[config.mk]
export PLATFORM = sky130hd
export DESIGN_NAME = audio_gain_saturate_level_meter_unit
export DESIGN_NICKNAME = d
export VERILOG_FILES = /design/src/hdl/agslm_pkg.sv /design/src/hdl/audio_gain_saturate_level_meter_unit.sv /design/src/hdl/agslm_ctrl.sv /design/src/hdl/agslm_dp.sv
export SDC_FILE = /design/constraint.sdc
export NUM_CORES = 1
export LEC_CHECK = 0
export BUFFER_PORTS_ARGS = -buffer_cell sky130_fd_sc_hd__buf_2
export CORE_ASPECT_RATIO = 0.75
export CORE_MARGIN = 2
export CORE_UTILIZATION = 45
export DETAILED_ROUTE_END_ITERATION = 12
export GPL_TIMING_DRIVEN = 1
export HOLD_SLACK_MARGIN = 0.15
export PLACE_DENSITY = 0.61
export SLEW_MARGIN = 25
export SYNTH_ARGS = -nofsm -noshare
export SYNTH_HDL_FRONTEND = slang
export SYNTH_SLANG_ARGS = --single-unit
[constraint.sdc]
create_clock -name clk -period 10.5 [get_ports clk]
set_clock_uncertainty 0.05 [all_clocks]
set_input_delay 1.575 -clock clk [delete_from_list [all_inputs] [get_ports clk]]
set_output_delay 1.575 -clock clk [all_outputs]
set_load 0.02 [all_outputs]
[src/hdl/agslm_pkg.sv]
`default_nettype none

package agslm_pkg;

  localparam int SAMPLE_W = 16;
  localparam int VOL_W    = 10;
  localparam int LEVEL_W  = 16;
  localparam int PROD_W   = 26;  // signed sample times volume
  localparam int MAG_W    = 25;  // magnitude of that product
  localparam int QUO_W    = 19;  // magnitude divided by one hundred
  localparam int RECIP_W  = 26;
  localparam int RECIP_SHIFT = 32;
  localparam int MAX_CHUNK_DEF = 4096;

  localparam logic [VOL_W-1:0]    UNITY_GAIN = 10'd100;
  // ceil(2^32 / 100): exact floor division by 100 for magnitudes below 2^25.
  localparam logic [RECIP_W-1:0]  RECIP_K    = 26'd42949673;
  localparam logic [QUO_W-1:0]    POS_LIMIT  = 19'd32767;
  localparam logic [QUO_W-1:0]    NEG_LIMIT  = 19'd32768;
  localparam logic [SAMPLE_W-1:0] SAT_MAX    = 16'h7FFF;
  localparam logic [SAMPLE_W-1:0] SAT_MIN    = 16'h8000;

  localparam logic [0:0] REG_VOLUME = 1'd0;
  localparam logic [0:0] REG_PAUSED = 1'd1;

  typedef enum logic [2:0] {
    ST_IDLE,
    ST_MUL,
    ST_RECIP,
    ST_ACC,
    ST_DIV,
    ST_PUT
  } state_t;

  typedef struct packed {
    logic take;
    logic mul;
    logic recip;
    logic acc;
    logic div_step;
    logic load_out;
  } cmd_t;

  typedef struct packed {
    logic chunk_end;
  } stat_t;

  function automatic int sum_width(input int max_chunk);
    return $clog2(longint'(max_chunk) * 64'd32768 + 64'd1);
  endfunction

  function automatic int cnt_width(input int max_chunk);
    return $clog2(max_chunk + 1);
  endfunction

endpackage

`default_nettype wire

[src/hdl/audio_gain_saturate_level_meter_unit.sv]
`default_nettype none

// Volume gain with a mean-absolute level meter. Each accepted item carries a
// signed 16-bit sample and a chunk-end mark. The sample is scaled by
// volume_percent / 100, truncated toward zero and saturated to 16 bits; a
// volume of exactly 100 passes it through untouched. Every item gives one
// result, except while paused, when items are taken and dropped with no
// effect. The block sums the magnitudes of the output samples and counts
// them (only the first MAX_CHUNK samples of a chunk are counted); the item
// marked as chunk end also carries level = sum / count, truncated, and
// restarts the sum. Items are worked one at a time: an ordinary item goes
// through the multiply, reciprocal and accumulate steps before its result is
// loaded into the output register, and a chunk-end item also runs the
// restoring divider, which retires one quotient bit per cycle. The output
// register lets a new item be accepted while the previous result is still
// waiting to be taken. Registers are written through cfg_we / cfg_index /
// cfg_wdata: index 0 is volume_percent (reset 100), index 1 is paused (reset
// 0). Write them only while the block is idle.

module audio_gain_saturate_level_meter_unit
  import agslm_pkg::*;
#(
  parameter int MAX_CHUNK = MAX_CHUNK_DEF
) (
  input  wire logic                clk,
  input  wire logic                rst_n,
  input  wire logic                in_valid,
  output logic                     in_stall,
  input  wire logic [SAMPLE_W-1:0] in_sample_in,
  input  wire logic                in_chunk_end,
  output logic                     out_valid,
  input  wire logic                out_stall,
  output logic [SAMPLE_W-1:0]      out_sample_out,
  output logic                     out_level_valid,
  output logic [LEVEL_W-1:0]       out_level,
  input  wire logic                cfg_we,
  input  wire logic [0:0]          cfg_index,
  input  wire logic [VOL_W-1:0]    cfg_wdata
);

  logic [VOL_W-1:0] vol_r;
  logic             paused_r;
  cmd_t             cmd;
  stat_t            stat;

  // Configuration registers.
  always_ff @(posedge clk) begin
    if (!rst_n) begin
      vol_r    <= UNITY_GAIN;
      paused_r <= 1'b0;
    end else if (cfg_we) begin
      case (cfg_index)
        REG_VOLUME: vol_r    <= cfg_wdata;
        REG_PAUSED: paused_r <= cfg_wdata[0];
        default:    vol_r    <= vol_r;
      endcase
    end
  end

  // The controller sequences multiply, reciprocal, accumulate, divide and
  // output load; the datapath holds every value and performs each step.
  agslm_ctrl #(
    .MAX_CHUNK(MAX_CHUNK)
  ) u_ctrl (
    .clk      (clk),
    .rst_n    (rst_n),
    .in_valid (in_valid),
    .in_stall (in_stall),
    .out_valid(out_valid),
    .out_stall(out_stall),
    .paused   (paused_r),
    .stat     (stat),
    .cmd      (cmd)
  );

  agslm_dp #(
    .MAX_CHUNK(MAX_CHUNK)
  ) u_dp (
    .clk            (clk),
    .rst_n          (rst_n),
    .cmd            (cmd),
    .vol            (vol_r),
    .in_sample_in   (in_sample_in),
    .in_chunk_end   (in_chunk_end),
    .stat           (stat),
    .out_sample_out (out_sample_out),
    .out_level_valid(out_level_valid),
    .out_level      (out_level)
  );

  // A result is never loaded over one that is still stalled at the output.
  assert property (@(posedge clk) disable iff (!rst_n)
    cmd.load_out |-> (!out_valid || !out_stall))
    else $error("result loaded over a waiting result");

  // A paused item is dropped at once and the block stays ready.
  assert property (@(posedge clk) disable iff (!rst_n)
    (in_valid && !in_stall && paused_r) |=> !in_stall)
    else $error("paused item was not dropped");

  // Results without a chunk end carry a zero level.
  assert property (@(posedge clk) disable iff (!rst_n)
    (out_valid && !out_level_valid) |-> (out_level == '0))
    else $error("level set on a result without chunk end");

  // The mean of magnitudes can never exceed the largest magnitude.
  assert property (@(posedge clk) disable iff (!rst_n)
    (out_valid && out_level_valid) |-> (out_level <= LEVEL_W'(32768)))
    else $error("level above full scale");

endmodule

`default_nettype wire

[src/hdl/agslm_ctrl.sv]
`default_nettype none

module agslm_ctrl
  import agslm_pkg::*;
#(
  parameter int MAX_CHUNK = MAX_CHUNK_DEF
) (
  input  wire logic  clk,
  input  wire logic  rst_n,
  input  wire logic  in_valid,
  output logic       in_stall,
  output logic       out_valid,
  input  wire logic  out_stall,
  input  wire logic  paused,
  input  wire stat_t stat,
  output cmd_t       cmd
);

  localparam int SUM_W  = sum_width(MAX_CHUNK);
  localparam int ITER_W = $clog2(SUM_W);

  state_t            state_r, state_nxt;
  logic [ITER_W-1:0] iter_r, iter_nxt;
  logic              out_valid_r, out_valid_nxt;
  logic              slot_free;

  assign slot_free = !out_valid_r || !out_stall;

  // Next state.
  always_comb begin
    state_nxt = state_r;
    iter_nxt  = iter_r;
    case (state_r)
      ST_IDLE: begin
        if (in_valid && !paused) begin
          state_nxt = ST_MUL;
        end
      end
      ST_MUL:   state_nxt = ST_RECIP;
      ST_RECIP: state_nxt = ST_ACC;
      ST_ACC: begin
        if (stat.chunk_end) begin
          state_nxt = ST_DIV;
          iter_nxt  = ITER_W'(SUM_W - 1);
        end else begin
          state_nxt = ST_PUT;
        end
      end
      ST_DIV: begin
        if (iter_r == '0) begin
          state_nxt = ST_PUT;
        end else begin
          iter_nxt = iter_r - 1'b1;
        end
      end
      ST_PUT: begin
        if (slot_free) begin
          state_nxt = ST_IDLE;
        end
      end
      default: state_nxt = ST_IDLE;
    endcase
  end

  // Outputs.
  always_comb begin
    cmd      = '0;
    in_stall = 1'b1;
    case (state_r)
      ST_IDLE: begin
        in_stall = 1'b0;
        cmd.take = in_valid && !paused;
      end
      ST_MUL:   cmd.mul      = 1'b1;
      ST_RECIP: cmd.recip    = 1'b1;
      ST_ACC:   cmd.acc      = 1'b1;
      ST_DIV:   cmd.div_step = 1'b1;
      ST_PUT:   cmd.load_out = slot_free;
      default:  in_stall     = 1'b1;
    endcase
  end

  always_comb begin
    out_valid_nxt = out_valid_r;
    if (out_valid_r && !out_stall) begin
      out_valid_nxt = 1'b0;
    end
    if (cmd.load_out) begin
      out_valid_nxt = 1'b1;
    end
  end

  assign out_valid = out_valid_r;

  always_ff @(posedge clk) begin
    if (!rst_n) begin
      state_r     <= ST_IDLE;
      iter_r      <= '0;
      out_valid_r <= 1'b0;
    end else begin
      state_r     <= state_nxt;
      iter_r      <= iter_nxt;
      out_valid_r <= out_valid_nxt;
    end
  end

endmodule

`default_nettype wire

[src/hdl/agslm_dp.sv]
`default_nettype none

module agslm_dp
  import agslm_pkg::*;
#(
  parameter int MAX_CHUNK = MAX_CHUNK_DEF
) (
  input  wire logic                clk,
  input  wire logic                rst_n,
  input  wire cmd_t                cmd,
  input  wire logic [VOL_W-1:0]    vol,
  input  wire logic [SAMPLE_W-1:0] in_sample_in,
  input  wire logic                in_chunk_end,
  output stat_t                    stat,
  output logic [SAMPLE_W-1:0]      out_sample_out,
  output logic                     out_level_valid,
  output logic [LEVEL_W-1:0]       out_level
);

  localparam int SUM_W = sum_width(MAX_CHUNK);
  localparam int CNT_W = cnt_width(MAX_CHUNK);

  logic [SAMPLE_W-1:0]   samp_r;
  logic                  end_r;
  logic [PROD_W-1:0]     prod_r;
  logic [QUO_W-1:0]      q_r;
  logic                  neg_r;
  logic [SAMPLE_W-1:0]   o_r;
  logic [SUM_W-1:0]      sum_r;
  logic [CNT_W-1:0]      cnt_r;
  logic [CNT_W-1:0]      den_r;
  logic [CNT_W:0]        rem_r;
  logic [SUM_W-1:0]      quo_r;
  logic [SAMPLE_W-1:0]   sample_out_r;
  logic                  level_valid_r;
  logic [LEVEL_W-1:0]    level_r;

  logic [PROD_W:0]             prod_full;
  logic [PROD_W-1:0]           prod_neg;
  logic [MAG_W-1:0]            mag25;
  logic [MAG_W+RECIP_W-1:0]    recip_full;
  logic [SAMPLE_W-1:0]         o_val;
  logic [SAMPLE_W:0]           o_mag;
  logic                        room;
  logic [SUM_W-1:0]            sum_nxt;
  logic [CNT_W-1:0]            cnt_nxt;
  logic [CNT_W:0]              rem_sh;
  logic [CNT_W+1:0]            diff;
  logic                        fits;

  assign prod_full  = $signed(samp_r) * $signed({1'b0, vol});
  assign prod_neg   = -prod_r;
  assign mag25      = prod_r[PROD_W-1] ? prod_neg[MAG_W-1:0] : prod_r[MAG_W-1:0];
  assign recip_full = mag25 * RECIP_K;

  // Saturate the scaled value; unity gain passes the sample untouched.
  always_comb begin
    if (vol == UNITY_GAIN) begin
      o_val = samp_r;
    end else if (!neg_r) begin
      o_val = (q_r > POS_LIMIT) ? SAT_MAX : q_r[SAMPLE_W-1:0];
    end else begin
      o_val = (q_r >= NEG_LIMIT) ? SAT_MIN : (SAMPLE_W'(0) - q_r[SAMPLE_W-1:0]);
    end
  end

  assign o_mag = o_val[SAMPLE_W-1] ? ((SAMPLE_W+1)'(0) - {o_val[SAMPLE_W-1], o_val})
                                   : {1'b0, o_val};

  assign room    = cnt_r < CNT_W'(MAX_CHUNK);
  assign sum_nxt = room ? sum_r + SUM_W'(o_mag) : sum_r;
  assign cnt_nxt = room ? cnt_r + 1'b1 : cnt_r;

  // One quotient bit per step of the restoring divider.
  assign rem_sh = {rem_r[CNT_W-1:0], quo_r[SUM_W-1]};
  assign diff   = {1'b0, rem_sh} - {2'b00, den_r};
  assign fits   = !diff[CNT_W+1];

  always_ff @(posedge clk) begin
    if (cmd.take) begin
      samp_r <= in_sample_in;
      end_r  <= in_chunk_end;
    end
    if (cmd.mul) begin
      prod_r <= prod_full[PROD_W-1:0];
    end
    if (cmd.recip) begin
      q_r   <= recip_full[RECIP_SHIFT+QUO_W-1:RECIP_SHIFT];
      neg_r <= prod_r[PROD_W-1];
    end
    if (cmd.acc) begin
      o_r   <= o_val;
      rem_r <= '0;
      quo_r <= sum_nxt;
      den_r <= cnt_nxt;
    end
    if (cmd.div_step) begin
      rem_r <= fits ? diff[CNT_W:0] : rem_sh;
      quo_r <= {quo_r[SUM_W-2:0], fits};
    end
    if (cmd.load_out) begin
      sample_out_r  <= o_r;
      level_valid_r <= end_r;
      level_r       <= end_r ? quo_r[LEVEL_W-1:0] : '0;
    end
  end

  always_ff @(posedge clk) begin
    if (!rst_n) begin
      sum_r <= '0;
      cnt_r <= '0;
    end else if (cmd.acc) begin
      if (end_r) begin
        sum_r <= '0;
        cnt_r <= '0;
      end else begin
        sum_r <= sum_nxt;
        cnt_r <= cnt_nxt;
      end
    end
  end

  assign stat.chunk_end  = end_r;
  assign out_sample_out  = sample_out_r;
  assign out_level_valid = level_valid_r;
  assign out_level       = level_r;

endmodule

`default_nettype wire

==> results of run 1 <==
-- flip-flops by register name (all words and copies together) (netlist names) --
register,cells
u_dp.out_level_valid,1
paused_r,1
u_ctrl.iter_r,5
u_dp.prod_r,26
u_dp.cnt_r,13
u_dp.q_r,19
u_dp.sum_r,28
u_dp.samp_r,16
u_dp.neg_r,1
u_dp.out_level,16
u_dp.stat,1
u_dp.den_r,13
u_dp.out_sample_out,16
vol_r,10
u_ctrl.state_r,3
u_dp.quo_r,28
u_dp.rem_r,13
u_ctrl.out_valid,1
u_dp.o_r,16
-- metrics by stage --
stage	setup WS (ns)	instances	cell area, sq um
floorplan	1.797	2763	27110
global placement	0.9273	3566	28360
detailed placement	0.5836	3566	28370
CTS	0.5627	3610	29180
global route	0.09819	3610	29210
finish	0.7331	3611	29210
-- Yosys cell counts (21+ instances only) --
library cell / number
sky130_fd_sc_hd__and2_1: 120
sky130_fd_sc_hd__o21ai_0: 65
sky130_fd_sc_hd__edfxtp_1: 166
sky130_fd_sc_hd__xnor2_1: 100
sky130_fd_sc_hd__a21oi_1: 100
sky130_fd_sc_hd__nor2b_1: 21
sky130_fd_sc_hd__nand3_1: 33
sky130_fd_sc_hd__clkbuf_1: 73
sky130_fd_sc_hd__xor2_1: 29
sky130_fd_sc_hd__dfxtp_1: 61
sky130_fd_sc_hd__inv_1: 565
sky130_fd_sc_hd__nand2_1: 213
sky130_fd_sc_hd__nor3_1: 23
sky130_fd_sc_hd__fa_1: 353
sky130_fd_sc_hd__o21a_1: 22
sky130_fd_sc_hd__ha_1: 355
sky130_fd_sc_hd__nor2_1: 172
sky130_fd_sc_hd__a22oi_1: 22
-- worst max-delay path by stage --
stage,from,end,slack (ns),cells after the start
4_1_cts,u_dp.prod_r[0],u_dp.q_r[18],0.56,32
6_report,u_dp.prod_r[0],u_dp.q_r[18],0.73,29
5_1_grt,u_dp.prod_r[0],u_dp.q_r[18],0.1,32
3_3_place_gp,u_dp.prod_r[7],u_dp.q_r[18],0.93,29
3_5_place_dp,u_dp.prod_r[0],u_dp.q_r[18],0.58,32
2_1_floorplan,u_dp.prod_r[0],u_dp.q_r[18],1.80,29
-- layout make-up --
class	instances	area, sq um	area share (%)
antenna	1	2.502	0.008567
clock buffer	29	629.4	2.155
clock inverter	15	177.7	0.6082
inverter	568	2132	7.299
multi-input combinational	1887	18540	63.46
sequential	227	6206	21.25
tap	790	988.4	3.384
timing repair buffer	94	538.0	1.842
-- cell families after synthesis --
kind of cell,after synthesis
AOI/OAI and AO/OA,352
xor gates and xnor gates,130
DFF,227
muxes,19
buffers and inverters,649
and+or+nand+nor,677
other,1
adders and majority gates,708
-- routing by layer --
metal	part of all wire [%]	vias to the layer above	GRT usage (%)
met5	0	-	0
met4	1.0	0	2.865
met1	49	9536	35.41
met3	8.7	63	5.568
li1	-	9031	-
met2	41	565	32.69
-- what timing repair did --
item	in CTS	in global routing
resized for setup	0	2
setup endpoints to repair	0	1
setup buffers	0	0
hold buffers	0	0
-- worst register-to-register path: cells and delay by family (launching register included) --
| family | cells | cell delay (ns) |
|---|---|---|
| compound gates | 8 | 1.97 |
| xor+xnor | 2 | 0.68 |
| fa+ha+maj | 9 | 4.32 |
| buf+inv | 5 | 0.60 |
| flops | 1 | 0.56 |
| simple gates | 5 | 1.36 |
==> results, run 1 <==
- The via count of the first global-routing pass is 19.68k.
- Counting the fill cells in the layout gives 5,431.
- In the synthesized netlist, the number of instances is 2,763.
- The biggest area consumer among synthesized cells is sky130_fd_sc_hd__fa_1.
- The share of synthesized cell area in and, or, nand and nor gates is 12.06%.
- The number of warning messages in the yosys log is 0.
- The routed wire length is 68,570 microns.
- The worst path arrival time is 10.00 ns.
- After Yosys synthesis, full adders, half adders and majority gates account for 42.45% of the synthesized area.
- The number of buffer cells added on primary ports is 67.
- Of all flip-flops after synthesis, the portion carrying an async set or reset was 0%.
- The largest family of logic cells by synthesized area is adder cells.
- The worst register-to-register path ends at u_dp.q_r[18].
- The final global-route overflow total is 0.
- The worst register-to-register path has a depth of 29.
- The final hold slack is 0.3757 ns.
- The vias per cell is 5.316.
- The final max-slew violation count was 0.
- The number of nets with antenna violations after routing is 0.
- After synthesis, the netlist uses 86 different library cells.
- The sink of the worst hold path is u_dp.out_sample_out[13].
- Among all flip-flop cells after synthesis, the most frequent one is sky130_fd_sc_hd__edfxtp_1.
- The placed wire-length estimate after detailed placement is 55,840 microns.
- Counting flops and latches in the post-synthesis netlist gives 227.
- The share of synthesized area in the top cell type comes to 26.07%.
- The post-route netlist has 5.922% of its cells at a drive strength greater than 1.
- For this design, the sink count on the clock tree is 227.
- The TritonCTS clock tree is yes.
- The clock latency on the worst-skew pair is 0.54 ns.
- The average size of a mapped cell is 9.812 sq um.
- The setup slack of the most critical reg-to-reg path is 0.73 ns.
- The die footprint is 62,250 sq um.
- The average wire length per cell after detail routing is 18.99 microns.
- The number of nets handed over by synthesis was 3,504.
- The count of maximum capacitance violations is 0.
- The clock buffer count from CTS is 24.
- After synthesis, the cell types taking the most area are sky130_fd_sc_hd__fa_1 (26%), sky130_fd_sc_hd__edfxtp_1 (18%), sky130_fd_sc_hd__ha_1 (16%), sky130_fd_sc_hd__inv_1 (7.8%), sky130_fd_sc_hd__dfxtp_1 (4.5%).
- For this run, the slowest stage of the critical path takes 0.64 ns.
- The standard-cell row count is 77.
- Leaving out fill and tap cells, the most frequent cell in the layout is sky130_fd_sc_hd__inv_1.
- The largest fanout on the critical path is 9.
- The classification of the worst setup path is flip-flop to flip-flop.
- In this run the critical register-to-register path is launched from u_dp.prod_r[0].
- The share of the core filled with cells is 49.30%.
- In this run the number of H-tree levels came out at 1.
- After layout, the worst path uses 93.02% of the clock period.
- Setup violations remaining at the end of the flow were counted as 0.
- Summed over all failing endpoints, the final setup total negative slack is 0 ns.
- The die is 216.6 microns tall.
- Global routing used 22.81% of the available tracks.
- The net total in the final layout is 3,543.
- The maximum clock insertion buffer count is 3.
- The residual DRC count is 0.
- The combined buffer and inverter count along the critical path is 5.
- After synthesis, flip-flops and latches occupy 22.89% of the total area.
- The critical hold path startpoint is u_dp.o_r[13].
- The total via count in the routed design is 19.20k.
- The first detailed-routing pass took 5 iterations.
- The worst slew slack as a fraction of its limit is 29.80%.
- The worst path needs 9.767 ns of the cycle, external delays included.
- After the first detailed-routing iteration, the DRC count stood at 1,439.
- Setup repair after global routing left no endpoint under its margin.
- The fmax is 102.4 MHz.
- After synthesis the cells add up to 27,110 sq um.
- The class of the worst hold path is flip-flop to flip-flop.
- The total I/O pin count is 68.
- The root buffer cell chosen for the clock tree is sky130_fd_sc_hd__clkbuf_16.
- The initial core utilization is 45.76%.
- The number of antenna violations at the first check in global routing came to 2.
- The count of flip-flops with a built-in enable after synthesis is 166.
- The mux contribution to synthesized area is 0.7107%.
- At the worst endpoint, the required time is 10.73 ns.
- The floorplan step defined a core boundary enclosing 59,250 sq um.
- In the layout the commonest cells are sky130_fd_sc_hd__inv_1 (565), sky130_fd_sc_hd__ha_1 (355), sky130_fd_sc_hd__fa_1 (353).
- The relative area change from synthesis to final layout is 7.744%.
- The width of the die is 287.4 microns.
- The run finished with clean final reports.
- The slowest stage cell on the critical path is sky130_fd_sc_hd__fa_1.
- The slew at the pin closest to its max-slew limit is 1.044 ns.
- The final hold violation count came to 0.
- The maximum number of pins on one net before global-route repair is 53.
- The worst hold path passes through 0 cells.
- The clock input transition at the sequential cells of the worst setup and hold paths is 0.06 ns.
- The share of the synthesized area in compound gates (AO/OA/AOI/OAI) is 8.635%.
- The wire length of the first global-routing pass is 110,900 microns.
- The cell type with the highest occurrence count on the critical path is sky130_fd_sc_hd__fa_1.
- STA classifies the critical path endpoint as a flip-flop.
- The startpoint type of the worst setup path is a flip-flop.
- At the end of routability-driven placement, the weighted congestion stood at 0.9592.
- The synthesized-area fraction occupied by xor and xnor cells is 4.227%.
- The kind of cell adding the most delay to the critical path is adder cells.
Power of run 1 is left out: the tool's default activity adds up to more than one toggle a clock period on the data nets, which glitch-free logic cannot reach.
==> inputs of run 2 (changes only) <==
--- a/config.mk
+++ b/config.mk
@@ -16,4 +16,5 @@
 export SLEW_MARGIN = 25
 export SYNTH_ARGS = -nofsm -noshare
 export SYNTH_HDL_FRONTEND = slang
+export SYNTH_HIERARCHICAL = 1
 export SYNTH_SLANG_ARGS = --single-unit
==> run 2 against run 1 <==
Net effect:
- non-clock buffer count down 3
- global-route usage down 0.60 points
- flip-flop and latch count unchanged
- highest routed layer unchanged
==> results, run 2 <==
- The deepest level of the CTS H-tree is 1 (unchanged).
- The final global-route overflow total is 0 (unchanged).
- The area of the core region is 60,220 sq um (was 59,250 sq um).
- The clock latency on the worst-skew pair was 0.55 ns (was 0.54 ns).
- The wire length of the first global-routing pass was 110,100 microns (was 110,900 microns).
- The kind of cell adding the most delay to the critical path was adder cells (unchanged).
- The fmax is 103.2 MHz (was 102.4 MHz).
- The classification of the worst setup path is flip-flop to flip-flop (unchanged).
- The number of cells on the worst hold path is 0 (unchanged).
- The class of the worst hold path is flip-flop to flip-flop (unchanged).
- The number of nets with antenna violations after routing is 0 (unchanged).
- The final hold violation count is 0 (unchanged).
- The share of final-layout standard cells stronger than drive strength 1 was 6.571% (was 5.922%).
- The most used standard cell by instance count after synthesis is sky130_fd_sc_hd__inv_1 (unchanged).
- The pre-CTS setup slack is 0.7488 ns (was 0.5836 ns).
- The cell type with the highest occurrence count on the critical path is sky130_fd_sc_hd__fa_1 (unchanged).
- The post-cts gate resize count is 0 (unchanged).
- The maximum clock insertion buffer count came to 3 (unchanged).
- The number of buffer cells added on primary ports was 67 (unchanged).
- The standard-cell row count was 78 (was 77).
- The DRC marker count from the first detailed-route iteration came to 1,194 (was 1,439).
- RSZ-0062 raised after global routing: false (unchanged).
- The sink of the worst hold path is u_dp/out_sample_out[7] (was u_dp.out_sample_out[13]).
- The TritonCTS clock tree is yes (unchanged).
- The sequential element share of the synthesized area is 22.72% (was 22.89%).
- The number of search-and-repair iterations in the first detailed-routing pass came to 6 (was 5).
- The critical hold path startpoint is u_dp/o_r[7] (was u_dp.o_r[13]).
- The clock buffer count from CTS came to 24 (unchanged).
- The number of warning messages in the yosys log came to 6 (was 0).
- The post-synthesis cell area is 27,310 sq um (was 27,110 sq um).
- The net total in the final layout is 3,507 (was 3,543).
- The worst path arrival time is 9.93 ns (was 10.00 ns).
- The die footprint is 62,700 sq um (was 62,250 sq um).
- The largest fanout on the critical path is 11 (was 9).
- The distinct cell type count after synthesis was 94 (was 86).
- The vertical die dimension was 217.4 microns (was 216.6 microns).
- The area share of the leading cell type in the synthesized netlist is 25.88% (was 26.07%).
- The total I/O pin count is 68 (unchanged).
- The final-report setup violation count is 0 (unchanged).
- The number of diodes was 0 (was 1).
- The average size of a mapped cell is 10.02 sq um (was 9.812 sq um).
- The initial core utilization is 45.36% (was 45.76%).
- Status: finished clean (unchanged).
- The combined buffer and inverter count along the critical path came to 4 (was 5).
- The reg-to-reg startpoint was u_dp/prod_r[0] (was u_dp.prod_r[0]).
- The final worst-path setup slack is 0.8104 ns (was 0.7331 ns).
- The primary flip-flop cell chosen by synthesis mapping is sky130_fd_sc_hd__edfxtp_1 (unchanged).
- The biggest area consumer among synthesized cells is sky130_fd_sc_hd__fa_1 (unchanged).
- The placed wire-length estimate after detailed placement is 53,680 microns (was 55,840 microns).
- The number of nets produced by synthesis came to 3,466 (was 3,504).
- The capturing element type of the critical path is a flip-flop (unchanged).
- The count of cells along the worst register-to-register path came to 29 (unchanged).
- Commonest non-fill, non-tap cells in the layout: sky130_fd_sc_hd__inv_1 (561), sky130_fd_sc_hd__ha_1 (354), sky130_fd_sc_hd__fa_1 (353) (was sky130_fd_sc_hd__inv_1 (565), sky130_fd_sc_hd__ha_1 (355), sky130_fd_sc_hd__fa_1 (353)).
- The shortest period the worst path allows is 9.690 ns (was 9.767 ns).
- The residual DRC count is 0 (unchanged).
- The combined global-route utilization of all metal layers is 22.21% (was 22.81%).
- The average wire length per cell after detail routing is 18.45 microns (was 18.99 microns).
- The data required time at the worst endpoint was 10.74 ns (was 10.73 ns).
- The total via count in the routed design came to 18.96k (was 19.20k).
- The slowest stage cell on the critical path is sky130_fd_sc_hd__edfxtp_1 (was sky130_fd_sc_hd__fa_1).
- The count of maximum capacitance violations came to 0 (unchanged).
- The routed wire length is 66,160 microns (was 68,570 microns).
- The startpoint type of the worst setup path is a flip-flop (unchanged).
- The sink count of the clock tree is 227 (unchanged).
- The number of hold buffers added after CTS came to 0 (unchanged).
- The clock input transition at the sequential cells of the worst setup and hold paths is 0.07 ns (was 0.06 ns).
- Largest registers: u_dp/quo_r (28), u_dp/sum_r (28), u_dp/prod_r (26) (was u_dp.quo_r (28), u_dp.sum_r (28), u_dp.prod_r (26)).
- The maximum single-stage delay on the critical path is 0.64 ns (about the same).
- The vias per cell came to 5.290 (was 5.316).
- The width of the die is 288.5 microns (was 287.4 microns).
- The slew at the pin closest to its max-slew limit is 1.052 ns (was 1.044 ns).
- The setup total negative slack is 0 ns (unchanged).
- The leading cell type in the layout, fill and taps excluded is sky130_fd_sc_hd__inv_1 (unchanged).
- Cell types with the highest counts after synthesis: sky130_fd_sc_hd__inv_1 (562), sky130_fd_sc_hd__ha_1 (354), sky130_fd_sc_hd__fa_1 (353) (was sky130_fd_sc_hd__inv_1 (565), sky130_fd_sc_hd__ha_1 (355), sky130_fd_sc_hd__fa_1 (353)).
- The share of flip-flops with an asynchronous set or reset after synthesis is 0% (unchanged).
- The via count of the first global-routing pass came to 20.34k (was 19.68k).
- The relative area change from synthesis to final layout was 7.422% (was 7.744%).
- The post-route clock period utilization is 92.28% (was 93.02%).
- The post-CTS repair timing setup buffer count is 0 (unchanged).
- The filler cell count was 5,586 (was 5,431).
- The number of antenna violations at the first check in global routing came to 1 (was 2).
- The worst slew slack as a fraction of its limit is 29.40% (was 29.80%).
- The number of standard cells in the final layout excluding fillers was 3,585 (was 3,611).
- The cell total after placement is 3,541 (was 3,566).
- The post-synthesis cell count is 2,726 (was 2,763).
- The final max-slew violation count was 0 (unchanged).
- The global placer's final weighted congestion is 0.9615 (was 0.9592).
- The count of flip-flops with a built-in enable after synthesis was 166 (unchanged).
- The setup slack of the most critical reg-to-reg path is 0.81 ns (was 0.73 ns).
- The maximum number of pins on one net before global-route repair is 70 (was 53).
- The destination of the worst register-to-register timing path is u_dp/q_r[18] (was u_dp.q_r[18]).
- The synthesis-stage register bit count was 227 (unchanged).
- The buffer cell driving the clock tree root is sky130_fd_sc_hd__clkbuf_16 (unchanged).
- Biggest area contributors in the synthesized netlist: sky130_fd_sc_hd__fa_1 (26%), sky130_fd_sc_hd__edfxtp_1 (18%), sky130_fd_sc_hd__ha_1 (16%), sky130_fd_sc_hd__inv_1 (7.7%), sky130_fd_sc_hd__dfxtp_1 (4.5%) (was sky130_fd_sc_hd__fa_1 (26%), sky130_fd_sc_hd__edfxtp_1 (18%), sky130_fd_sc_hd__ha_1 (16%), sky130_fd_sc_hd__inv_1 (7.8%), sky130_fd_sc_hd__dfxtp_1 (4.5%)).
[run 2: worst max path at each step]
| stage | startpoint | to | depth (start not counted) |
|---|---|---|---|
| 2_1_floorplan | u_dp/prod_r[0] | u_dp/q_r[18] | 29 |
| 3_3_place_gp | u_dp/prod_r[0] | u_dp/q_r[18] | 29 |
| 3_5_place_dp | u_dp/prod_r[0] | u_dp/q_r[18] | 29 |
| 4_1_cts | u_dp/prod_r[0] | u_dp/q_r[18] | 29 |
| 5_1_grt | u_dp/prod_r[0] | u_dp/q_r[18] | 29 |
| 6_report | u_dp/prod_r[0] | u_dp/q_r[18] | 29 |
[run 2: cells by family (layout without fill, tap and decap cells)]
| kind of cell | Yosys count | after routing | share of synthesized area [%] |
|---|---|---|---|
| compound gates | 353 | 353 | 8.668 |
| xor+xnor | 133 | 133 | 4.320 |
| fa+ha+maj | 707 | 707 | 42.09 |
| buf+inv | 640 | 699 | 8.975 |
| flops | 227 | 227 | 22.72 |
| mux | 33 | 33 | 1.237 |
| other cells | 1 | 1 | 0.01373 |
| simple gates | 632 | 632 | 11.97 |
[run 2: layout make-up]
class	instances	area, sq um	area share, %
well taps	800	1001	3.412
clock buffers	29	629.4	2.145
multi-input cells	1859	18690	63.72
flip-flops and latches	227	6206	21.15
inverters	564	2118	7.220
clock inverters	15	155.1	0.5288
repair buffers	91	535.5	1.825
[run 2: layer usage]
metal	GRT usage, %	wire [microns]
met1	33.09	31520
met2	33.82	28560
met3	4.706	5139
met4	3.247	938
met5	0	0
[run 2: through the flow]
stage               util, %  area [sq um]  hold slack [ns]
floorplan                 -         27310           0.3503
global route          48.72         29340           0.3697
global placement      47.35         28510           0.3581
detailed placement    47.40         28540           0.3562
finish                48.72         29340           0.3541
CTS                   48.71         29330           0.3551
Power of run 2 is left out for the same reason.
